===== config.mk =====
export PLATFORM = sky130hd
export DESIGN_NAME = handwheel_step_dir_generator_unit
export DESIGN_NICKNAME = d
export VERILOG_FILES = /design/src/sv/hwsdg_pkg.sv /design/src/sv/handwheel_step_dir_generator_unit.sv
export SDC_FILE = /design/constraint.sdc
export NUM_CORES = 1
export LEC_CHECK = 0
export ABC_AREA = 1
export ABC_CLOCK_PERIOD_IN_PS = 4900
export BUFFER_PORTS_ARGS = -buffer_cell sky130_fd_sc_hd__buf_2
export CAP_MARGIN = 20
export CORE_MARGIN = 10
export CORE_UTILIZATION = 25
export CTS_BUF_LIST = sky130_fd_sc_hd__clkbuf_8
export CTS_CLUSTER_SIZE = 28
export DETAILED_ROUTE_END_ITERATION = 10
export GPL_TIMING_DRIVEN = 0
export PLACE_DENSITY = 0.43
export SLEW_MARGIN = 30
export SYNTH_ARGS = -nofsm -noshare
export SYNTH_HDL_FRONTEND = slang
export SYNTH_SLANG_ARGS = --single-unit

===== constraint.sdc =====
create_clock -name clk -period 4.9 [get_ports clk]
set_clock_uncertainty 0.05 [all_clocks]
set_input_delay 0.245 -clock clk [delete_from_list [all_inputs] [get_ports clk]]
set_output_delay 0.245 -clock clk [all_outputs]
set_load 0.05 [all_outputs]

===== src/sv/hwsdg_pkg.sv =====
`timescale 1ns / 1ps
`default_nettype none

package hwsdg_pkg;

    localparam int POS_WIDTH_DEF   = 32;
    localparam int GROUP_WIDTH_DEF = 16;

    localparam int TIMER_W     = 16;
    localparam int PULSE_W     = 5;
    localparam int CFG_IDX_W   = 4;
    localparam int CFG_DATA_W  = 16;
    localparam int POS_OUT_W   = 32;
    localparam int S_TDATA_W   = 16;
    localparam int S_TUSER_W   = 2;
    localparam int M_TDATA_W   = 40;

    localparam logic [4:0]  PULSES_PER_UNIT_RST = 5'd4;
    localparam logic [7:0]  HALF_PULSE_RST      = 8'd5;
    localparam logic [15:0] DWELL_RST           = 16'd100;
    localparam logic [7:0]  DIR_SETUP_RST       = 8'd2;
    localparam logic [6:0]  FINE_STEP_RST       = 7'd1;
    localparam logic [6:0]  COARSE_STEP_RST     = 7'd10;

    localparam logic [CFG_IDX_W-1:0] CFG_PULSES_PER_UNIT = 4'd0;
    localparam logic [CFG_IDX_W-1:0] CFG_HALF_PULSE      = 4'd1;
    localparam logic [CFG_IDX_W-1:0] CFG_DWELL           = 4'd2;
    localparam logic [CFG_IDX_W-1:0] CFG_DIR_SETUP       = 4'd3;
    localparam logic [CFG_IDX_W-1:0] CFG_FINE_STEP       = 4'd4;
    localparam logic [CFG_IDX_W-1:0] CFG_COARSE_STEP     = 4'd5;
    localparam logic [CFG_IDX_W-1:0] CFG_ENC_REVERSE     = 4'd6;
    localparam logic [CFG_IDX_W-1:0] CFG_DIR_INVERT      = 4'd7;

    localparam logic [S_TUSER_W-1:0] OP_ENCODER = 2'd0;
    localparam logic [S_TUSER_W-1:0] OP_EVENT   = 2'd1;
    localparam logic [S_TUSER_W-1:0] OP_TICK    = 2'd2;

    // Output item bit positions.
    localparam int OUT_STEP   = 0;
    localparam int OUT_DIR    = 1;
    localparam int OUT_POS_LO = 2;
    localparam int OUT_BUSY   = 34;
    localparam int OUT_COARSE = 35;
    localparam int OUT_FLAG   = 36;

    typedef enum logic [2:0] {
        PH_IDLE  = 3'd0,
        PH_SETUP = 3'd1,
        PH_HIGH  = 3'd2,
        PH_LOW   = 3'd3,
        PH_DWELL = 3'd4
    } phase_t;

endpackage

`default_nettype wire


===== src/sv/handwheel_step_dir_generator_unit.sv =====
`timescale 1ns / 1ps
`default_nettype none
// An accepted item is held in the input register, and its result is written to the
// result register, from which it is offered as a result item.
// Throughput: one item per clock, set by the single state update between the input
// register and the result register; a stalled output register stops new input.
// Reset (rst_n low, asynchronous): position, step state, settings and valid flags reset.
module handwheel_step_dir_generator_unit #(
    parameter int POS_WIDTH         = hwsdg_pkg::POS_WIDTH_DEF,
    parameter int GROUP_COUNT_WIDTH = hwsdg_pkg::GROUP_WIDTH_DEF
) (
    input  wire logic                             clk,
    input  wire logic                             rst_n,
    input  wire logic                             cfg_valid,
    output logic                                  cfg_ready,
    input  wire logic [hwsdg_pkg::CFG_IDX_W-1:0]  cfg_index,
    input  wire logic [hwsdg_pkg::CFG_DATA_W-1:0] cfg_data,
    input  wire logic                             s_tvalid,
    output logic                                  s_tready,
    // encoder_count[7:0], zero_pressed[8], coarse_pressed[9], fine_pressed[10], zero fill
    input  wire logic [hwsdg_pkg::S_TDATA_W-1:0]  s_tdata,
    // op[1:0]
    input  wire logic [hwsdg_pkg::S_TUSER_W-1:0]  s_tuser,
    output logic                                  m_tvalid,
    input  wire logic                             m_tready,
    // step_level[0], dir_level[1], position[33:2], busy_res[34], coarse_mode[35],
    // event_flag[36], zero fill
    output logic [hwsdg_pkg::M_TDATA_W-1:0]       m_tdata
);

    localparam int P   = POS_WIDTH;
    localparam int G   = GROUP_COUNT_WIDTH;
    localparam int TW  = hwsdg_pkg::TIMER_W;
    localparam int PW  = hwsdg_pkg::PULSE_W;
    localparam int MW  = (P > G) ? P : G + 1;
    localparam int EW  = (P > hwsdg_pkg::POS_OUT_W) ? P : hwsdg_pkg::POS_OUT_W;

    logic [4:0]  ppu_reg;
    logic [7:0]  half_reg;
    logic [15:0] dwell_reg;
    logic [7:0]  setup_reg;
    logic [6:0]  fine_reg;
    logic [6:0]  coarse_step_reg;
    logic        enc_rev_reg;
    logic        dir_inv_reg;

    logic                                 in_valid_reg;
    logic                                 in_valid_next;
    logic [hwsdg_pkg::S_TDATA_W-1:0]      in_data_reg;
    logic [hwsdg_pkg::S_TUSER_W-1:0]      in_op_reg;
    logic                                 m_tvalid_reg;
    logic                                 m_tvalid_next;
    logic [hwsdg_pkg::M_TDATA_W-1:0]      m_tdata_reg;
    logic [hwsdg_pkg::M_TDATA_W-1:0]      m_tdata_next;

    logic [P-1:0]      pos_reg, pos_next;
    logic [P-1:0]      last_reg, last_next;
    logic              coarse_sel_reg, coarse_sel_next;
    logic [2:0]        btn_reg, btn_next;
    hwsdg_pkg::phase_t phase_reg, phase_next;
    logic [TW-1:0]     timer_reg, timer_next;
    logic [PW-1:0]     pulses_reg, pulses_next;
    logic [G-1:0]      groups_reg, groups_next;
    logic              dir_reg, dir_next;
    logic              step_reg, step_next;

    logic          advance, s_accept;
    logic          is_enc, is_evt, is_tick, busy;
    logic [2:0]    buttons, rising;
    logic [P-1:0]  pos_z, diff, ndiff, mag;
    logic [MW-1:0] mag_ext;
    logic          neg, sat, start, flag;
    logic [G-1:0]  group_start;
    logic [TW-1:0] timer_dec, half_t;
    logic          expire;
    logic [PW-1:0] pulses_dec, ppu_eff;
    logic          more_pulses;
    logic [G-1:0]  groups_dec;
    logic          more_groups;
    logic [P-1:0]  inc;
    logic          down;
    logic [EW-1:0] pos_ext;

    assign cfg_ready = 1'b1;
    assign advance   = in_valid_reg && (!m_tvalid_reg || m_tready);
    assign s_tready  = !in_valid_reg || advance;
    assign s_accept  = s_tvalid && s_tready;
    assign m_tvalid  = m_tvalid_reg;
    assign m_tdata   = m_tdata_reg;

    assign is_enc  = advance && (in_op_reg == hwsdg_pkg::OP_ENCODER);
    assign is_evt  = advance && (in_op_reg == hwsdg_pkg::OP_EVENT);
    assign is_tick = advance && (in_op_reg == hwsdg_pkg::OP_TICK);
    assign busy    = (phase_reg != hwsdg_pkg::PH_IDLE);

    assign buttons = in_data_reg[10:8];
    assign rising  = buttons & ~btn_reg;
    assign pos_z   = rising[0] ? '0 : pos_reg;
    assign diff    = pos_z - last_reg;
    assign ndiff   = last_reg - pos_z;
    assign neg     = diff[P-1];
    assign mag     = neg ? ndiff : diff;
    assign mag_ext = MW'(mag);
    assign sat     = (mag_ext[MW-1:G] != '0);
    assign group_start = sat ? {G{1'b1}} : mag_ext[G-1:0];
    assign start   = is_evt && !busy && (pos_z != last_reg);
    assign flag    = is_evt && (busy || (start && sat));

    assign timer_dec   = (timer_reg == '0) ? '0 : timer_reg - TW'(1);
    assign expire      = is_tick && busy && (timer_dec == '0);
    assign pulses_dec  = (pulses_reg == '0) ? '0 : pulses_reg - PW'(1);
    assign more_pulses = (pulses_dec != '0);
    assign groups_dec  = (groups_reg == '0) ? '0 : groups_reg - G'(1);
    assign more_groups = (groups_dec != '0);
    assign ppu_eff     = (ppu_reg == '0) ? PW'(1) : ppu_reg;
    assign half_t      = (half_reg == '0) ? TW'(1) : TW'(half_reg);

    assign inc  = P'(coarse_sel_reg ? coarse_step_reg : fine_reg);
    assign down = in_data_reg[7] ^ enc_rev_reg;

    // Phase sequencing.
    always_comb
    begin
        phase_next = phase_reg;
        if (start)
        begin
            phase_next = (setup_reg == '0) ? hwsdg_pkg::PH_HIGH : hwsdg_pkg::PH_SETUP;
        end
        else if (expire)
        begin
            unique case (phase_reg)
                hwsdg_pkg::PH_SETUP: phase_next = hwsdg_pkg::PH_HIGH;
                hwsdg_pkg::PH_HIGH:  phase_next = hwsdg_pkg::PH_LOW;
                hwsdg_pkg::PH_LOW:
                begin
                    if (more_pulses)
                        phase_next = hwsdg_pkg::PH_HIGH;
                    else if (dwell_reg != '0)
                        phase_next = hwsdg_pkg::PH_DWELL;
                    else if (more_groups)
                        phase_next = hwsdg_pkg::PH_HIGH;
                    else
                        phase_next = hwsdg_pkg::PH_IDLE;
                end
                default:
                begin
                    phase_next = more_groups ? hwsdg_pkg::PH_HIGH : hwsdg_pkg::PH_IDLE;
                end
            endcase
        end
    end

    // Timers, counters, outputs and position.
    always_comb
    begin
        pos_next        = pos_reg;
        last_next       = last_reg;
        coarse_sel_next = coarse_sel_reg;
        btn_next        = btn_reg;
        timer_next      = timer_reg;
        pulses_next     = pulses_reg;
        groups_next     = groups_reg;
        dir_next        = dir_reg;
        step_next       = step_reg;

        if (is_enc && (in_data_reg[7:0] != '0))
        begin
            pos_next = down ? pos_reg - inc : pos_reg + inc;
        end

        if (is_evt && !busy)
        begin
            pos_next = pos_z;
            btn_next = buttons;
            if (rising[1])
                coarse_sel_next = 1'b1;
            if (rising[2])
                coarse_sel_next = 1'b0;
        end

        if (start)
        begin
            last_next   = pos_z;
            dir_next    = !neg ^ dir_inv_reg;
            groups_next = group_start;
            if (setup_reg == '0)
            begin
                pulses_next = ppu_eff;
                step_next   = 1'b1;
                timer_next  = half_t;
            end
            else
            begin
                timer_next = TW'(setup_reg);
            end
        end
        else if (is_tick && busy)
        begin
            timer_next = timer_dec;
            if (expire)
            begin
                unique case (phase_reg)
                    hwsdg_pkg::PH_SETUP:
                    begin
                        pulses_next = ppu_eff;
                        step_next   = 1'b1;
                        timer_next  = half_t;
                    end
                    hwsdg_pkg::PH_HIGH:
                    begin
                        step_next  = 1'b0;
                        timer_next = half_t;
                    end
                    hwsdg_pkg::PH_LOW:
                    begin
                        pulses_next = pulses_dec;
                        if (more_pulses)
                        begin
                            step_next  = 1'b1;
                            timer_next = half_t;
                        end
                        else if (dwell_reg != '0)
                        begin
                            timer_next = dwell_reg;
                        end
                        else
                        begin
                            groups_next = groups_dec;
                            if (more_groups)
                            begin
                                pulses_next = ppu_eff;
                                step_next   = 1'b1;
                                timer_next  = half_t;
                            end
                            else
                            begin
                                pulses_next = '0;
                                timer_next  = '0;
                            end
                        end
                    end
                    default:
                    begin
                        groups_next = groups_dec;
                        if (more_groups)
                        begin
                            pulses_next = ppu_eff;
                            step_next   = 1'b1;
                            timer_next  = half_t;
                        end
                        else
                        begin
                            pulses_next = '0;
                            timer_next  = '0;
                        end
                    end
                endcase
            end
        end
    end

    assign pos_ext = EW'(pos_next);

    always_comb
    begin
        m_tdata_next = '0;
        m_tdata_next[hwsdg_pkg::OUT_STEP] = step_next;
        m_tdata_next[hwsdg_pkg::OUT_DIR]  = dir_next;
        m_tdata_next[hwsdg_pkg::OUT_POS_LO +: hwsdg_pkg::POS_OUT_W] =
            pos_ext[hwsdg_pkg::POS_OUT_W-1:0];
        m_tdata_next[hwsdg_pkg::OUT_BUSY]   = (phase_next != hwsdg_pkg::PH_IDLE);
        m_tdata_next[hwsdg_pkg::OUT_COARSE] = coarse_sel_next;
        m_tdata_next[hwsdg_pkg::OUT_FLAG]   = flag;
    end

    assign in_valid_next = s_accept ? 1'b1 : (advance ? 1'b0 : in_valid_reg);
    assign m_tvalid_next = advance ? 1'b1 : (m_tready ? 1'b0 : m_tvalid_reg);

    always_ff @(posedge clk or negedge rst_n)
    begin
        if (!rst_n)
        begin
            ppu_reg         <= hwsdg_pkg::PULSES_PER_UNIT_RST;
            half_reg        <= hwsdg_pkg::HALF_PULSE_RST;
            dwell_reg       <= hwsdg_pkg::DWELL_RST;
            setup_reg       <= hwsdg_pkg::DIR_SETUP_RST;
            fine_reg        <= hwsdg_pkg::FINE_STEP_RST;
            coarse_step_reg <= hwsdg_pkg::COARSE_STEP_RST;
            enc_rev_reg     <= 1'b0;
            dir_inv_reg     <= 1'b0;
        end
        else if (cfg_valid && cfg_ready)
        begin
            unique case (cfg_index)
                hwsdg_pkg::CFG_PULSES_PER_UNIT: ppu_reg         <= cfg_data[4:0];
                hwsdg_pkg::CFG_HALF_PULSE:      half_reg        <= cfg_data[7:0];
                hwsdg_pkg::CFG_DWELL:           dwell_reg       <= cfg_data[15:0];
                hwsdg_pkg::CFG_DIR_SETUP:       setup_reg       <= cfg_data[7:0];
                hwsdg_pkg::CFG_FINE_STEP:       fine_reg        <= cfg_data[6:0];
                hwsdg_pkg::CFG_COARSE_STEP:     coarse_step_reg <= cfg_data[6:0];
                hwsdg_pkg::CFG_ENC_REVERSE:     enc_rev_reg     <= cfg_data[0];
                hwsdg_pkg::CFG_DIR_INVERT:      dir_inv_reg     <= cfg_data[0];
                default:                        ;
            endcase
        end
    end

    always_ff @(posedge clk or negedge rst_n)
    begin
        if (!rst_n)
        begin
            in_valid_reg   <= 1'b0;
            m_tvalid_reg   <= 1'b0;
            pos_reg        <= '0;
            last_reg       <= '0;
            coarse_sel_reg <= 1'b0;
            btn_reg        <= '0;
            phase_reg      <= hwsdg_pkg::PH_IDLE;
            timer_reg      <= '0;
            pulses_reg     <= '0;
            groups_reg     <= '0;
            dir_reg        <= 1'b0;
            step_reg       <= 1'b0;
        end
        else
        begin
            in_valid_reg   <= in_valid_next;
            m_tvalid_reg   <= m_tvalid_next;
            pos_reg        <= pos_next;
            last_reg       <= last_next;
            coarse_sel_reg <= coarse_sel_next;
            btn_reg        <= btn_next;
            phase_reg      <= phase_next;
            timer_reg      <= timer_next;
            pulses_reg     <= pulses_next;
            groups_reg     <= groups_next;
            dir_reg        <= dir_next;
            step_reg       <= step_next;
        end
    end

    always_ff @(posedge clk)
    begin
        if (s_accept)
        begin
            in_data_reg <= s_tdata;
            in_op_reg   <= s_tuser;
        end
        if (advance)
        begin
            m_tdata_reg <= m_tdata_next;
        end
    end

endmodule

`default_nettype wire


==> reports/metrics.yaml <==
crit_type: "reg -> reg"
synth_top_area_share_pct: 22.0
dr_total_vias: 17400
synth_cells: 2688
clockPowerShare_pct: 18.1
wl_um: 62600
ir_drop_v: 0.000285
cpMaxStageDelayCell: "xnor2_1"
synthSimpleGateAreaFrac_pct: 34.1
nFillCells: 7806
grt_overflow: 0
sequentialPowerShare_pct: 23.6
numClockSinks: 215
drt_iter0_markers: 1199
ant_nets: 0
switching_share_pct: 51.5
ys_seq_area_share_pct: 32.0
grt_start_max_net_pins: 82
slew_headroom_pct: 44.2
via_per_inst: 4.55
synth_edf_count: 50
arrival_ps: 4910
setup-violations-final: 0
pwr-share-comb_pct: 58.2
place_ws_ps: -277
status: "completed"
path_delay_family: "compound AO/OA/AOI/OAI gates"
yosysTopAreaCell: "dfrtp_1"
p_int_mw: 5.29
largest_register_ffs: 37
fin_worst_hold_slack_ps: 78.5
dr.pass1.iters: 7
root_buffer: "clkbuf_8"
p_leak_nw: 10.6
syn-cell-area_mm2: 0.0177
die_w_um: 286
register_area_mm2: 0.00564
drv_slew: 0
die_y_um: 286
core_mm2: 0.0700
drc: 0
clk_latency_ps: 630
clockBufferDepth: 3
dieArea_mm2: 0.0817
power_switching_mw: 5.61
numCtsBuffers: 42
ys_ff_latch: 215
grt_pass1_wl_um: 98500
finalNetCount: 3000
yosys_warnings: 0
path_cells: "xnor2_1 -> inv_1 -> o21ai_0 -> ha_1 -> nand3_1 -> nand2_1 -> a21oi_1 -> o21bai_1 -> a21oi_1 -> o21ai_0 -> xnor2_1 -> nand2_1 -> o21ai_0 -> o21ai_0"
start_kind: "flop"
multi_input_area_mm2: 0.0100
async_flop_share_pct: 76.7
antenna_found_initial: 1
synthFlopType: "dfrtp_1"
rsz0062_at_grt: "no"
syn_area_per_cell_um2: 6.57
fin_crit_sh_pct: 94.4
clk_pin_slew_worst_paths_ps: 70
cp.required_ps: 5180
synth_compound_area_share_pct: 12.6
synth_area_leaders: "dfrtp_1 22%, nand2_1 19%, inv_1 8.7%"
cpMostUsedCell: "o21ai_0"
syn_to_final_growth_pct: 16.9
fin_crit_ps: 4620
cts_setup_buffers: 0
fmax_ghz: 0.216
fin_ws_ps: 275
crit_path_max_incr_delay_ps: 700
hold_violations: 0
synth_top_family_by_area: "simple AND/OR/NAND/NOR gates"
powerDensity_mw_per_mm2: 528
synthAdderAreaFrac_pct: 7.28
gp_congestion: 0.895
cp_max_fo: 9
wl_per_cell_um: 16.3
core.rowCount: 97
cp-end-kind: "flop"
grt_pass1_vias: 17400
drive_above_1_share_pct: 10.4
maxCapViolations: 0
finish.utilization_pct: 29.5
cts_tree: "yes"
hpwl_um: 50600
start_util_pct: 25.2
io_pins: 86
synth_mux_area_share_pct: 0.255
grtUsageTotal_pct: 15.1
synth_cell_types: 60
htree_num_levels: 2
max_slew.worst_pin.slew_ps: 830
min_path_type: "in -> reg"
critPathBufInv: 1
port_buffers: 76
layout.cells.most_common: "nand2_1"
final_cell_mix: "909 x nand2_1, 423 x inv_1, 215 x nor2_1"
synthXorXnorAreaFrac_pct: 2.47
==> final timing paths <==
path,cells after the start,from,slack (ps),end
setup / recovery,14,in_data_reg[7],280,m_tdata[13]
hold / removal,6,cfg_index[2],80,fine_reg[0]
setup reg to reg,14,in_data_reg[7],280,m_tdata[13]
hold reg to reg,2,btn_reg[2],420,btn_reg[2]
max in group asynchronous,4,rst_n,3830,timer_reg[6]
min in group asynchronous,3,rst_n,180,last_reg[18]
==> what timing repair did <==
item,4_1_cts,5_1_grt
gates resized for setup,6,9
hold buffers,44,0
hold endpoints to repair,152,0
endpoints found under the setup margin,51,10
==> cells in the mapped netlist (all sizes together), types with 11 or more instances <==
library cell	count
clkbuf	30
a21oi	122
edfxtp	50
o21ai	224
inv	428
dfrtp	155
ha	98
nand4	34
nand2	942
buf	32
o211ai	11
nand3	153
nor3	22
xor2	42
nor2	239
==> layer usage <==
metal  wire length, µm  global-route usage [%]  share of wire [%]  up-vias
met5                 0                       0                  0        -
met4              1200                    3.78                1.9        0
met3              2620                    2.05                4.2       75
met2             27700                    24.4                 44      387
met1             31000                    20.8                 50     8110
li1                  -                       -                  -     8864
==> power groups by stage <==
stage	registers (mW)	clock network [mW]	logic [mW]
finish	2.58	1.98	6.35
detailed placement	2.59	0	6.25
global route	2.62	2.13	7.12
CTS	2.57	2.05	6.32
global placement	2.59	0	6.24
floorplan	2.77	0	4.24
==> through the flow <==
step           total power, mW  instance area (µm²)  TNS [ps]  cells
6_report                  10.9                20600         0   3830
5_1_grt                   11.9                20600         0   3830
4_1_cts                   10.9                20600         0   3829
3_5_place_dp              8.84                19300     -4360   3709
3_3_place_gp              8.83                19200     -9080   3706
2_1_floorplan             7.01                17700         0   2690
==> tightest hold or removal path: cells and delay by family <==
kind,cells,cell delay (ps)
AND/OR/NAND/NOR,3,270
buffers and inverters,2,140
AO/OA/AOI/OAI,1,60
==> final cells by class <==
type	instances	share of cell area, %
sequential	215	27.3
tap	940	5.70
multi-input combinational	1982	48.6
inverter	430	7.82
clock buffer	44	2.93
timing repair buffer	123	4.36
antenna	1	0.0121
buffer	62	1.85
clock inverter	33	1.36
==> cells by family (layout without fill, tap and decap cells) <==
kind of cell               count (synthesis)  after routing
adders and majority gates                101            101
and+or+nand+nor                         1417           1417
xor gates and xnor gates                  49             49
AOI/OAI and AO/OA                        407            407
DFF                                      215            215
muxes                                      4              4
other                                      2              5
buffers and inverters                    493            692
Note: power is estimated with default switching activity, not from simulation.
